[src/rtl/qpf_pkg.sv]
// Shared types, constants and helpers for the QRS pre-processing filter chain.
// No dependencies; every other file but qpf_checker imports this package.
package qpf_pkg;

    // Word widths
    localparam int SAMPLE_W = 12;
    localparam int DATA_W   = 32;
    localparam int FIR_W    = 14;   // x - 2*x6 + x12 stays within +/-8190

    // Raw sample shift line: holds the previous twelve samples
    localparam int RAW_TAPS    = 12;
    localparam int RAW_MID_TAP = 5;   // sample six items back

    // Low-pass history RAM: ring of the last 32 low-pass outputs
    localparam int LP_RING_DEPTH = 32;
    localparam int LP_RING_AW    = $clog2(LP_RING_DEPTH);
    localparam int LP_CNT_W      = $clog2(LP_RING_DEPTH + 1);
    localparam int LP_MID_OFS    = 16;
    localparam logic [LP_RING_AW-1:0] LP_MID_ADDR_OFS = LP_RING_AW'(LP_MID_OFS);

    // High-pass taps: current output and four before it
    localparam int HP_TAPS = 5;

    // Truncating divide shifts
    localparam logic [4:0] LP_DIV_SH    = 5'd5;   // divide by 32
    localparam logic [4:0] SLOPE_DIV_SH = 5'd3;   // divide by 8

    // Moving window default length
    localparam int WINDOW_LEN_DEF = 30;

    typedef logic signed [SAMPLE_W-1:0] t_sample;
    typedef logic signed [FIR_W-1:0]    t_fir;
    typedef logic signed [DATA_W-1:0]   t_data;

    // One word traveling down the chain; window holds the sum, later the mean
    typedef struct packed {
        t_data lowpass;
        t_data highpass;
        t_data slope;
        t_data window;
    } t_chain_word;

    // Signed divide by 2**sh, truncating toward zero
    function automatic t_data f_sdiv_pow2(input t_data v, input logic [4:0] sh);
        logic [DATA_W-1:0] mask;
        t_data             bias;
        mask = ~({DATA_W{1'b1}} << sh);
        bias = v[DATA_W-1] ? t_data'(mask) : '0;
        return (v + bias) >>> sh;
    endfunction

endpackage

[src/rtl/qpf_mean_div.sv]
// Signed divide of the window sum by the window length, truncating toward zero.
// Reciprocal multiply with a one-step correction; depends on qpf_pkg.
module qpf_mean_div
    import qpf_pkg::*;
#(
    parameter int WINDOW_LEN = WINDOW_LEN_DEF
)
(
    input  logic        i_clk,
    input  logic        i_rst_n,
    input  logic        i_adv,
    input  logic        i_vld,
    input  t_chain_word i_word,
    output logic        o_vld,
    output t_chain_word o_word
);

    // floor(2**32 / WINDOW_LEN): quotient estimate is low by at most one
    localparam logic [2*DATA_W-1:0] RECIP_WIDE = 64'h1_0000_0000 / WINDOW_LEN;
    localparam logic [DATA_W-1:0]   RECIP      = RECIP_WIDE[DATA_W-1:0];
    localparam logic [DATA_W-1:0]   WIN_C      = DATA_W'(WINDOW_LEN);

    logic              r_v6;
    logic              r_v7;
    logic              r_v8;
    t_chain_word       r_s6_word;
    t_chain_word       r_s7_word;
    t_chain_word       r_s8_word;
    logic [DATA_W-1:0] r_s6_abs;
    logic [DATA_W-1:0] r_s7_abs;
    logic [DATA_W-1:0] r_s8_abs;
    logic              r_s6_neg;
    logic              r_s7_neg;
    logic              r_s8_neg;
    logic [DATA_W-1:0] r_s7_q0;
    logic [DATA_W-1:0] r_s8_q0;
    logic [DATA_W-1:0] r_s8_qw;

    logic                n_neg;
    logic [DATA_W-1:0]   n_abs;
    logic [2*DATA_W-1:0] prod;
    logic [DATA_W-1:0]   n_qw;
    logic [DATA_W-1:0]   rem;
    logic [DATA_W-1:0]   quo;
    t_data               mean;

    // Magnitude and sign of the sum
    always_comb begin
        n_neg = i_word.window[DATA_W-1];
        n_abs = n_neg ? (~i_word.window + 1'b1) : i_word.window;
    end

    // Quotient estimate, then back-multiply
    assign prod = {{DATA_W{1'b0}}, r_s6_abs} * {{DATA_W{1'b0}}, RECIP};
    assign n_qw = r_s7_q0 * WIN_C;

    // Correct the estimate and restore the sign
    always_comb begin
        rem  = r_s8_abs - r_s8_qw;
        quo  = r_s8_q0 + DATA_W'(rem >= WIN_C);
        mean = r_s8_neg ? t_data'(~quo + 1'b1) : t_data'(quo);
    end

    // Stage valids
    always_ff @(posedge i_clk) begin
        if (!i_rst_n) begin
            r_v6 <= 1'b0;
            r_v7 <= 1'b0;
            r_v8 <= 1'b0;
        end else if (i_adv) begin
            r_v6 <= i_vld;
            r_v7 <= r_v6;
            r_v8 <= r_v7;
        end
    end

    // Stage payloads
    always_ff @(posedge i_clk) begin
        if (i_adv && i_vld) begin
            r_s6_word <= i_word;
            r_s6_abs  <= n_abs;
            r_s6_neg  <= n_neg;
        end
        if (i_adv && r_v6) begin
            r_s7_word <= r_s6_word;
            r_s7_abs  <= r_s6_abs;
            r_s7_neg  <= r_s6_neg;
            r_s7_q0   <= prod[2*DATA_W-1:DATA_W];
        end
        if (i_adv && r_v7) begin
            r_s8_word <= r_s7_word;
            r_s8_abs  <= r_s7_abs;
            r_s8_neg  <= r_s7_neg;
            r_s8_q0   <= r_s7_q0;
            r_s8_qw   <= n_qw;
        end
    end

    always_comb begin
        o_word        = r_s8_word;
        o_word.window = mean;
    end

    assign o_vld = r_v8;

endmodule

[config.mk]
export PLATFORM = sky130hd
export DESIGN_NAME = qpf_mean_div
export DESIGN_NICKNAME = d
export VERILOG_FILES = /design/src/rtl/qpf_pkg.sv /design/src/rtl/qpf_mean_div.sv
export SDC_FILE = /design/constraint.sdc
export NUM_CORES = 1
export LEC_CHECK = 0
export BUFFER_PORTS_ARGS = -buffer_cell sky130_fd_sc_hd__buf_4
export CAP_MARGIN = 40
export CELL_PAD_IN_SITES_DETAIL_PLACEMENT = 1
export CELL_PAD_IN_SITES_GLOBAL_PLACEMENT = 1
export CORE_MARGIN = 5
export CORE_UTILIZATION = 44
export CTS_CLUSTER_DIAMETER = 200
export CTS_CLUSTER_SIZE = 28
export DETAILED_ROUTE_END_ITERATION = 8
export GPL_ROUTABILITY_DRIVEN = 0
export PLACE_DENSITY_LB_ADDON = 0.1
export SLEW_MARGIN = 10
export SYNTH_ARGS = -nofsm -noshare
export SYNTH_HDL_FRONTEND = slang
export SYNTH_SLANG_ARGS = --single-unit
[constraint.sdc]
create_clock -name i_clk -period 5.3 [get_ports i_clk]
set_input_delay 0.265 -clock i_clk [delete_from_list [all_inputs] [get_ports i_clk]]
set_output_delay 0.265 -clock i_clk [all_outputs]
set_load 0.01 [all_outputs]
==> results of run 1 <==
[state kept, by name, indices dropped and copies added, names as in the netlist, 27 cells and up]
register   flops
r_s7_word     96
r_s7_abs      31
r_s8_qw       31
r_s8_q0       27
r_s8_abs      31
r_s6_word     96
r_s6_abs      32
r_s7_q0       28
o_word        96
[kinds of logic after synthesis]
kind of cell | count (synthesis) | synth area share
xor gates and xnor gates | 143 | 0.04518
muxes | 5 | 0.001850
adders and majority gates | 439 | 0.2436
AOI/OAI and AO/OA | 341 | 0.08435
buffers and inverters | 277 | 0.03841
and+or+nand+nor | 382 | 0.07424
DFF | 474 | 0.5123
[per-layer routing]
| metal | up-vias | routed length [µm] | global-route usage | share of wire |
|---|---|---|---|---|
| li1 | 8930 | - | - | - |
| met1 | 9604 | 31910 | 0.2823 | 0.41 |
| met2 | 317 | 41000 | 0.3999 | 0.53 |
| met3 | 112 | 2404 | 0.02092 | 0.031 |
| met4 | 0 | 2134 | 0.05401 | 0.028 |
| met5 | - | 0 | 0 | 0 |
[worst max path at each step]
stage                                from                    end  slack, ps
floorplan           r_s6_abs[9]$_DFFE_PP_  r_s7_q0[21]$_DFFE_PP_        -90
global placement    r_s8_abs[1]$_DFFE_PP_             o_word[22]       -690
detailed placement  r_s8_abs[3]$_DFFE_PP_             o_word[26]       -850
CTS                 r_s8_abs[1]$_DFFE_PP_             o_word[27]       -880
global route         r_s8_qw[1]$_DFFE_PP_             o_word[22]      -1180
finish              r_s8_abs[7]$_DFFE_PP_             o_word[22]       -920
[cells in the mapped netlist (all sizes together) (4+ instances only)]
master,count
a2111oi,6
a211o,4
a211oi,18
a21boi,4
a21o,28
a21oi,73
a31o,4
a31oi,21
and2,12
and3,23
buf,8
clkbuf,27
edfxtp,471
fa,168
ha,271
inv,242
mux2i,4
nand2,87
nand2b,18
nand3,31
nand3b,7
nand4,26
nor2,75
nor2b,15
nor3,31
nor3b,6
nor4,12
o2111ai,7
o211ai,13
o21a,16
o21ai,63
o21bai,12
o311ai,6
o31a,4
o31ai,22
o41ai,7
or2,8
or3,14
or4,9
xnor2,106
xor2,37
[report_power, final]
group	leakage, nW	internal (W)	switching (W)	total, W
registers	4.33	0.00496	0.000271	0.00523
logic	10.7	0.00769	0.00823	0.0159
clock network	0.266	0.000716	0.00111	0.00183
total	15.3	0.0134	0.00962	0.0230
[layout make-up]
class / count / area, µm² / area share
Clock inverter: 2 / 20.02 / 0.0005427
Sequential cell: 474 / 14200 / 0.3851
Antenna cell: 1 / 2.502 / 0.00006784
Tap cell: 846 / 1059 / 0.02870
Multi-Input combinational cell: 1310 / 13980 / 0.3790
Timing Repair Buffer: 746 / 6176 / 0.1674
Clock buffer: 29 / 534.3 / 0.01448
Inverter: 242 / 910.9 / 0.02469
[stage by stage]
step	hold WS, ps	total power [W]	util	TNS, ps	std cells
floorplan	363.9	0.01383	-	-258.1	2061
global placement	400.4	0.01812	0.5263	-18390	3432
detailed placement	405.2	0.01866	0.5269	-25620	3434
CTS	0.2871	0.02243	0.5735	-22130	3618
global route	2.273	0.02472	0.5880	-34470	3650
finish	29.61	0.02297	0.5880	-24200	3650
[what timing repair did]
action | in CTS | in global routing
gates cloned | 0 | 0
resized for setup | 175 | 131
hold endpoints to repair | 125 | 0
hold buffers | 122 | 0
pin swaps | 117 | 96
buffers inserted | 32 | 34
setup endpoints to repair | 54 | 55
==> out/summary.txt, run 1 <==
TritonCTS clock tree - yes
Seq cells post-synth - 474
I/O Buffers - 260
power density normalized to cell area - 622.8 nW/µm²
post-route clock skew - 21.60 ps
dpl cell area - 33060 µm²
number of distinct library cell variants in the gate-level netlist after synthesis - 90
final number of hold-violating endpoints - 0
worst-case clock buffer depth - 3
drt pass-1 iters - 5
net count of the mapped netlist - 2632
post-layout worst setup margin - -915.7 ps
number of enable flip-flop cells after synthesis - 471
kind of launch point of the worst setup path - flip-flop
Mapped Cells - 2061
class of the most critical setup path - reg2out
dominant cell type by area after synthesis - edfxtp_1
antenna violations before repair - 1
Num CTS Buffers - 20
Iteration-0 DRC Markers - 1014
global-route wire length before repair - 117600 µm
worst reg2reg startpoint - r_s6_abs[7]$_DFFE_PP_
number of instances on the worst hold path - 2
kind of cell with the highest combined delay on the critical path - simple AND/OR/NAND/NOR gates
Yosys Warn Count - 0
most prevalent standard cell on the critical path - nand4_1
mean instance size in the synthesized netlist - 13.45 µm²
post-placement worst setup slack - -851.8 ps
critical-path maximum fanout - 4
path length in cells of the critical path - 24
die height - 261.0 µm
starting density of the core - 0.4419
violations in the final reports - setup timing
share of the clock period used by the worst path - 1.173
total number of placement rows - 92
mean number of vias per cell - 5.195
achievable clock frequency - 160.9 MHz
average wire per cell in the routed design - 21.22 µm
combined global-route utilization of all metal layers - 0.2188
required time of the critical path - 5040 ps
most common cell after layout, fill and taps aside - buf_4
final cell area excluding filler cells - 36890 µm²
async set-or-reset flop fraction in the synthesized netlist - 0
status - finished, violations left
maximum level of the CTS H-tree - 1
ratio of cells with drive above 1 in the final layout - 0.3147
Cell Area, Synth - 27720 µm²
hpwl dp - 58260 µm
final global-route overflow total - 0
Maximum Capacitance Violations - 0
worst reg-to-reg setup slack - -510 ps
FF-to-FF End - r_s7_q0[27]$_DFFE_PP_
die outline width - 261.0 µm
clock latency at the later pin of the worst-skew pair - 570 ps
min-delay src - i_word[5]
number of nets in the finished design - 3365
Setup violations, final - 50
clock edge transition at the registers on the reported setup and hold paths - 100 ps
worst-case vdd ir drop - 567.1 µV
Sinks on Clock Net - 474
Core Region - 62740 µm²
cell at the slowest stage of the critical path - edfxtp_1
time the worst path needs with I/O delays and setup - 6216 ps
Max transition margin - 0.4338
flip-flop cell with the highest count after synthesis - edfxtp_1
number of top-level pins - 261
actual slew at the worst max-slew pin - 846.4 ps
maximum number of pins on one net before global-route repair - 91
pins over their slew limit - 0
synthesis-to-finish area growth - 33.05%
highest cell delay on the worst timing path - 430 ps
Filler Cells Inserted - 6198
top library cells by usage in the layout, fill and taps aside - buf_4 (573), edfxtp_1 (471), ha_1 (241)
Buf/Inv on CP - 4
portion of synthesized cell area occupied by the leading cell type - 0.5102
path class of the lowest-slack min-delay path - in2reg
arrival time at the worst endpoint - 5950 ps
routed via count - 18960
Worst Hold Endpoint - r_s6_abs[5]$_DFFE_PP_
RSZ-0062 raised after global routing - yes
remaining antenna violation count after routing - 0
kind of capture point of the worst setup path - output port
share of the yosys chip area belonging to registers - 0.5123
Die Area - 68130 µm²
leading post-synthesis cells by cell area - edfxtp_1 (51%), ha_1 (12%), fa_1 (12%)
number of design rule violations left after detail routing - 0
via count of the first global-routing pass - 21140
Reg2Reg Depth - 21
chain of cells forming the critical path - ha_4 > buf_6 > inv_4 > a222oi_1 > nand4_1 > nor4_2 > o2111ai_2 > a2111oi_2 > nand4_1 > nor4b_4 > nand4_1 > ha_4 > ha_4 > and2_4 > a21o_1 > a211oi_2 > buf_4 > o2111ai_4 > nor3_4 > nand4_1 > or2_4 > o21ai_2 > xnor2_1 > buf_4
Lkg Pwr - 15.25 nW
Clock Root Buffer - clkbuf_16
Routed Wire Length - 77450 µm
Note: power is estimated with default switching activity, not from simulation.
==> run 2: changes to the inputs <==
- SKIP_LAST_GASP: not set -> 1
==> run 2 against run 1 <==
The run still ends with setup timing left. Register-to-register slack improved by 30 ps. Clock power barely moved. Sequential power barely moved. Count of clock-buffer cells in the layout did not move. Hold slack improved by 0.78 ps. Critical path type unchanged. Highest routed layer unchanged.
==> out/summary.txt, run 2 (synthesis gave the netlist of run 1 again) <==
ratio of cells with drive above 1 in the final layout - 0.3116 (was 0.3147)
Core Region - 62740 µm² (unchanged)
critical-path maximum fanout - 4 (unchanged)
Placed Cells incl. Taps - 3434 (unchanged)
arrival time at the worst endpoint - 6000 ps (was 5950 ps)
combined global-route utilization of all metal layers - 0.2186 (was 0.2188)
achievable clock frequency - 159.6 MHz (was 160.9 MHz)
maximum level of the CTS H-tree - 1 (unchanged)
die height - 261.0 µm (unchanged)
TritonCTS clock tree - yes (unchanged)
antenna violations before repair - 1 (unchanged)
count of non-filler cells in the finished layout - 3649 (was 3650)
kind of capture point of the worst setup path - output port (unchanged)
final cell area excluding filler cells - 36800 µm² (was 36890 µm²)
sequential share of power - 0.230 (was 0.228)
pins over their slew limit - 0 (unchanged)
post-layout worst setup margin - -967.6 ps (was -915.7 ps)
path class of the lowest-slack min-delay path - in2reg (unchanged)
worst reg-to-reg setup slack - -480 ps (was -510 ps)
hpwl dp - 58260 µm (unchanged)
power density normalized to cell area - 618.4 nW/µm² (was 622.8 nW/µm²)
status - finished, violations left (unchanged)
Iteration-0 DRC Markers - 960 (was 1014)
Reg2Reg Depth - 21 (unchanged)
CP Launch Point - r_s8_qw[1]$_DFFE_PP_ (was r_s8_abs[7]$_DFFE_PP_)
Worst Hold Slack - 30.39 ps (was 29.61 ps)
number of nets in the finished design - 3364 (was 3365)
synthesis-to-finish area growth - 32.75% (was 33.05%)
Sinks on Clock Net - 474 (unchanged)
worst-case vdd ir drop - 564.3 µV (was 567.1 µV)
clock latency at the later pin of the worst-skew pair - 570 ps (about the same)
time the worst path needs with I/O delays and setup - 6268 ps (was 6216 ps)
switching component of the power - 0.009499 W (was 0.009616 W)
dpl cell area - 33060 µm² (unchanged)
worst reg2reg startpoint - r_s6_abs[7]$_DFFE_PP_ (unchanged)
maximum number of pins on one net before global-route repair - 91 (unchanged)
mean number of vias per cell - 5.201 (was 5.195)
final number of hold-violating endpoints - 0 (unchanged)
part of the total power dissipated in combinational logic - 0.690 (was 0.693)
post-route setup TNS - -26010 ps (was -24200 ps)
I/O Buffers - 260 (unchanged)
Routed Wire Length - 77360 µm (was 77450 µm)
min-delay src - i_word[5] (unchanged)
remaining antenna violation count after routing - 0 (unchanged)
worst-case clock buffer depth - 3 (unchanged)
via count of the first global-routing pass - 21120 (was 21140)
Maximum Capacitance Violations - 0 (unchanged)
number of design rule violations left after detail routing - 0 (unchanged)
most common cell after layout, fill and taps aside - buf_4 (unchanged)
Max transition margin - 0.4243 (was 0.4338)
Clock Root Buffer - clkbuf_16 (unchanged)
share of the clock period used by the worst path - 1.183 (was 1.173)
drt pass-1 iters - 5 (unchanged)
starting density of the core - 0.4419 (unchanged)
kind of launch point of the worst setup path - flip-flop (unchanged)
actual slew at the worst max-slew pin - 841.8 ps (was 846.4 ps)
Num CTS Buffers - 20 (unchanged)
internal power - 0.01326 W (was 0.01336 W)
switch share - 0.4174 (was 0.4186)
total number of placement rows - 92 (unchanged)
endpoint of the most critical setup path - o_word[21] (was o_word[22])
global-route wire length before repair - 117600 µm (about the same)
clock share of power - 0.080 (was 0.079)
Die Area - 68130 µm² (unchanged)
class of the most critical setup path - reg2out (unchanged)
top library cells by usage in the layout, fill and taps aside - buf_4 (577), edfxtp_1 (471), ha_1 (241) (was buf_4 (573), edfxtp_1 (471), ha_1 (241))
number of top-level pins - 261 (unchanged)
Setup violations, final - 51 (was 50)
Filler Cells Inserted - 6182 (was 6198)
final global-route overflow total - 0 (unchanged)
violations in the final reports - setup timing (unchanged)
Lkg Pwr - 15.22 nW (was 15.25 nW)
clock edge transition at the registers on the reported setup and hold paths - 100 ps (about the same)
overall power - 0.02276 W (was 0.02297 W)
RSZ-0062 raised after global routing - yes (unchanged)
required time of the critical path - 5040 ps (about the same)
post-route clock skew - 19.42 ps (was 21.60 ps)
routed via count - 18980 (was 18960)
FF-to-FF End - r_s7_q0[27]$_DFFE_PP_ (unchanged)
average wire per cell in the routed design - 21.20 µm (was 21.22 µm)
die outline width - 261.0 µm (unchanged)
[run 2: metal layers]
layer	track usage	part of all wire
met5	0	0
met4	0.05285	0.027
met3	0.02073	0.030
met2	0.3997	0.53
met1	0.2824	0.41
[run 2: worst min path at each step]
stage / to / slack, ps / cells past startpoint
floorplan: r_s6_abs[0]$_DFFE_PP_ / 360 / 0
global placement: o_word[116]$_DFFE_PP_ / 400 / 0
detailed placement: o_word[50]$_DFFE_PP_ / 410 / 0
CTS: r_s6_abs[5]$_DFFE_PP_ / 0.3 / 2
global route: r_s6_abs[5]$_DFFE_PP_ / 4 / 2
finish: r_s6_abs[5]$_DFFE_PP_ / 30 / 2
[run 2: area by class of cell]
type	count	area [µm²]	share of cell area
Multi-Input combinational cell	1310	13920	0.3783
Tap cell	846	1059	0.02876
Antenna cell	1	2.502	0.00006799
Inverter	242	910.9	0.02475
Clock buffer	29	534.3	0.01452
Sequential cell	474	14200	0.3859
Clock inverter	2	20.02	0.0005440
Timing Repair Buffer	745	6150	0.1671
[run 2: power groups by stage]
stage / combinational (W) / clock, W / sequential (W)
6_report: 0.0157 / 0.00183 / 0.00523
3_3_place_gp: 0.0128 / 0 / 0.00530
4_1_cts: 0.0152 / 0.00191 / 0.00523
2_1_floorplan: 0.00860 / 0 / 0.00522
5_1_grt: 0.0172 / 0.00206 / 0.00526
3_5_place_dp: 0.0133 / 0 / 0.00531
[run 2: stage by stage]
step | utilization | setup WS (ps)
final | 0.5866 | -967.6
after detailed placement | 0.5269 | -851.8
after floorplan | - | -94.32
after global placement | 0.5263 | -685.2
after CTS | 0.5730 | -882.3
after global routing | 0.5866 | -1210
[run 2: timing repair]
item / in CTS / in global routing
endpoints found under the hold margin: 125 / 0
hold buffers: 122 / 0
endpoints found under the setup margin: 54 / 55
pin swaps: 116 / 92
resized for setup: 171 / 117
setup buffers: 32 / 33
[run 2: critical path, stage by stage, from the launching register on]
cell and delay (ps):
edfxtp_1 450, ha_4 190, fa_2 360, nor2b_4 120, o31a_1 220, a31oi_4 160, buf_4 160, o31a_1 300
o2bb2ai_2 150, a2111oi_4 380, nor4b_4 310, nand4_1 190, ha_4 220, ha_4 170, buf_4 140, buf_6 110
xor2_2 140, or3_1 360, o21bai_4 200, nor4_2 150, buf_4 180, buf_6 110, nand2_4 60, o31ai_4 260
xor2_1 200, buf_4 150
==> run 3: changes to the inputs <==
- CELL_PAD_IN_SITES_DETAIL_PLACEMENT: 1 -> 0
- CELL_PAD_IN_SITES_GLOBAL_PLACEMENT: 1 -> 2
- CORE_UTILIZATION: 44 -> 38
==> run 3 against run 2 <==
The flow still finishes with violations (setup timing). Sequential power is essentially flat. Global-route usage shrank 4.9 points. Cell area shrank 0.27%. Routed wire length shrank 11%. Via count shrank 4.0%. Utilization shrank 8.2 points. Flip-flop and latch count is the same. Critical path type unchanged. Critical endpoint is now o_word[31].
==> out/summary.txt, run 3 (synthesis gave the netlist of run 1 again) <==
violations in the final reports - setup timing (unchanged)
Worst Hold Slack - 55.66 ps (was 30.39 ps)
part of the total power dissipated in combinational logic - 0.682 (was 0.690)
worst-case vdd ir drop - 509.4 µV (was 564.3 µV)
status - finished, violations left (unchanged)
clock share of power - 0.083 (was 0.080)
critical-path maximum fanout - 3 (was 4)
Lkg Pwr - 15.13 nW (was 15.22 nW)
antenna diode instance count - 0 (was 1)
Clock Root Buffer - clkbuf_16 (unchanged)
kind of capture point of the worst setup path - output port (unchanged)
number of nets in the finished design - 3369 (was 3364)
final number of hold-violating endpoints - 0 (unchanged)
antenna violations before repair - 1 (unchanged)
Iteration-0 DRC Markers - 907 (was 960)
Core Region - 72710 µm² (was 62740 µm²)
Num CTS Buffers - 20 (unchanged)
achievable clock frequency - 162.7 MHz (was 159.6 MHz)
switching component of the power - 0.008974 W (was 0.009499 W)
kind of launch point of the worst setup path - flip-flop (unchanged)
CP Launch Point - r_s8_qw[1]$_DFFE_PP_ (unchanged)
path class of the lowest-slack min-delay path - in2reg (unchanged)
I/O Buffers - 260 (unchanged)
starting density of the core - 0.3813 (was 0.4419)
hpwl dp - 54570 µm (was 58260 µm)
die height - 280.1 µm (was 261.0 µm)
total number of placement rows - 99 (was 92)
Routed Wire Length - 68560 µm (was 77360 µm)
ratio of cells with drive above 1 in the final layout - 0.3040 (was 0.3116)
RSZ-0062 raised after global routing - yes (unchanged)
clock latency at the later pin of the worst-skew pair - 580 ps (was 570 ps)
post-route clock skew - 19.70 ps (was 19.42 ps)
worst-case clock buffer depth - 3 (unchanged)
clock edge transition at the registers on the reported setup and hold paths - 110 ps (was 100 ps)
routed via count - 18230 (was 18980)
switch share - 0.4041 (was 0.4174)
die outline width - 280.1 µm (was 261.0 µm)
post-layout worst setup margin - -848.2 ps (was -967.6 ps)
combined global-route utilization of all metal layers - 0.1698 (was 0.2186)
maximum number of pins on one net before global-route repair - 94 (was 91)
average wire per cell in the routed design - 18.22 µm (was 21.20 µm)
number of top-level pins - 261 (unchanged)
number of design rule violations left after detail routing - 0 (unchanged)
remaining antenna violation count after routing - 0 (unchanged)
post-route setup TNS - -23340 ps (was -26010 ps)
pins over their slew limit - 0 (unchanged)
final global-route overflow total - 0 (unchanged)
sequential share of power - 0.235 (was 0.230)
power density normalized to cell area - 605.1 nW/µm² (was 618.4 nW/µm²)
Max transition margin - 0.4892 (was 0.4243)
maximum level of the CTS H-tree - 1 (unchanged)
share of the clock period used by the worst path - 1.160 (was 1.183)
class of the most critical setup path - reg2out (unchanged)
actual slew at the worst max-slew pin - 763.6 ps (was 841.8 ps)
most common cell after layout, fill and taps aside - buf_4 (unchanged)
time the worst path needs with I/O delays and setup - 6148 ps (was 6268 ps)
arrival time at the worst endpoint - 5880 ps (was 6000 ps)
Sinks on Clock Net - 474 (unchanged)
TritonCTS clock tree - yes (unchanged)
worst reg2reg startpoint - r_s6_abs[8]$_DFFE_PP_ (was r_s6_abs[7]$_DFFE_PP_)
global-route wire length before repair - 106100 µm (was 117600 µm)
Maximum Capacitance Violations - 0 (unchanged)
required time of the critical path - 5040 ps (about the same)
min-delay src - i_adv (was i_word[5])
Filler Cells Inserted - 6304 (was 6182)
mean number of vias per cell - 4.845 (was 5.201)
top library cells by usage in the layout, fill and taps aside - buf_4 (581), edfxtp_1 (471), ha_1 (247) (was buf_4 (577), edfxtp_1 (471), ha_1 (241))
internal power - 0.01324 W (was 0.01326 W)
drt pass-1 iters - 5 (unchanged)
Setup violations, final - 52 (was 51)
Die Area - 78460 µm² (was 68130 µm²)
via count of the first global-routing pass - 19120 (was 21120)
synthesis-to-finish area growth - 32.40% (was 32.75%)
==> run 3: area by class of cell <==
| class | instances | area, µm² | area share |
|---|---|---|---|
| Multi-Input combinational cell | 1310 | 13670 | 0.3724 |
| Tap cell | 959 | 1200 | 0.03269 |
| Timing Repair Buffer | 750 | 6168 | 0.1681 |
| Inverter | 242 | 913.4 | 0.02488 |
| Sequential cell | 474 | 14200 | 0.3870 |
| Clock inverter | 1 | 16.27 | 0.0004432 |
| Clock buffer | 26 | 533.0 | 0.01452 |
==> run 3: timing repair <==
| action | CTS | global route |
|---|---|---|
| hold endpoints to repair | 130 | 0 |
| hold buffers | 127 | 0 |
| resized for setup | 148 | 99 |
| endpoints found under the setup margin | 54 | 57 |
| setup buffers | 35 | 24 |
| pin swaps | 108 | 85 |
==> run 3: metal layers <==
metal	global-route usage	vias to the layer above	part of all wire
met5	0	-	0
met4	0.04138	0	0.026
li1	-	8949	-
met2	0.2944	290	0.50
met3	0.01348	75	0.032
met1	0.2340	8914	0.45
==> run 3: through the flow <==
stage	std cells	instance area (µm²)	power [W]	worst slack, ps	utilization
2_1_floorplan	2061	27890	0.01383	-94.32	-
3_5_place_dp	3558	33300	0.01828	-791.5	0.4580
3_3_place_gp	3555	33230	0.01825	-768.3	0.4570
5_1_grt	3762	36700	0.02410	-1203	0.5048
6_report	3762	36700	0.02221	-848.2	0.5048
4_1_cts	3746	36140	0.02162	-863.2	0.4971
==> run 3: final timing paths <==
check | endpoint | slack [ps] | cells past startpoint
min | o_vld$_SDFFE_PN0P_ | 60 | 3
min reg2reg | o_word[102]$_DFFE_PP_ | 420 | 0
max | o_word[31] | -850 | 25
max reg2reg | r_s7_q0[21]$_DFFE_PP_ | -450 | 19
==> run 3: power groups by stage <==
| stage | sequential [W] | clock, W | combinational [W] |
|---|---|---|---|
| 2_1_floorplan | 0.00522 | 0 | 0.00860 |
| 3_3_place_gp | 0.00531 | 0 | 0.0129 |
| 3_5_place_dp | 0.00531 | 0 | 0.0130 |
| 4_1_cts | 0.00523 | 0.00194 | 0.0144 |
| 5_1_grt | 0.00526 | 0.00206 | 0.0168 |
| 6_report | 0.00522 | 0.00183 | 0.0152 |
==> run 3: critical path: stages (launching register included) <==
cell and delay [ps]:
edfxtp_1 410, ha_2 210, fa_2 340, nor2b_2 140, o31a_1 240, buf_4 140, nor4_2 40, a2111oi_2 270
o2111ai_2 210, a2111oi_4 400, nand4_1 200, nor4b_4 280, nand4_1 130, ha_2 230, ha_4 170, buf_4 140
xor2_2 140, or3_4 350, o21bai_4 190, nor4_2 140, buf_4 180, nand3b_4 100, buf_6 140, nor4_4 300
nor2_1 80, buf_4 150
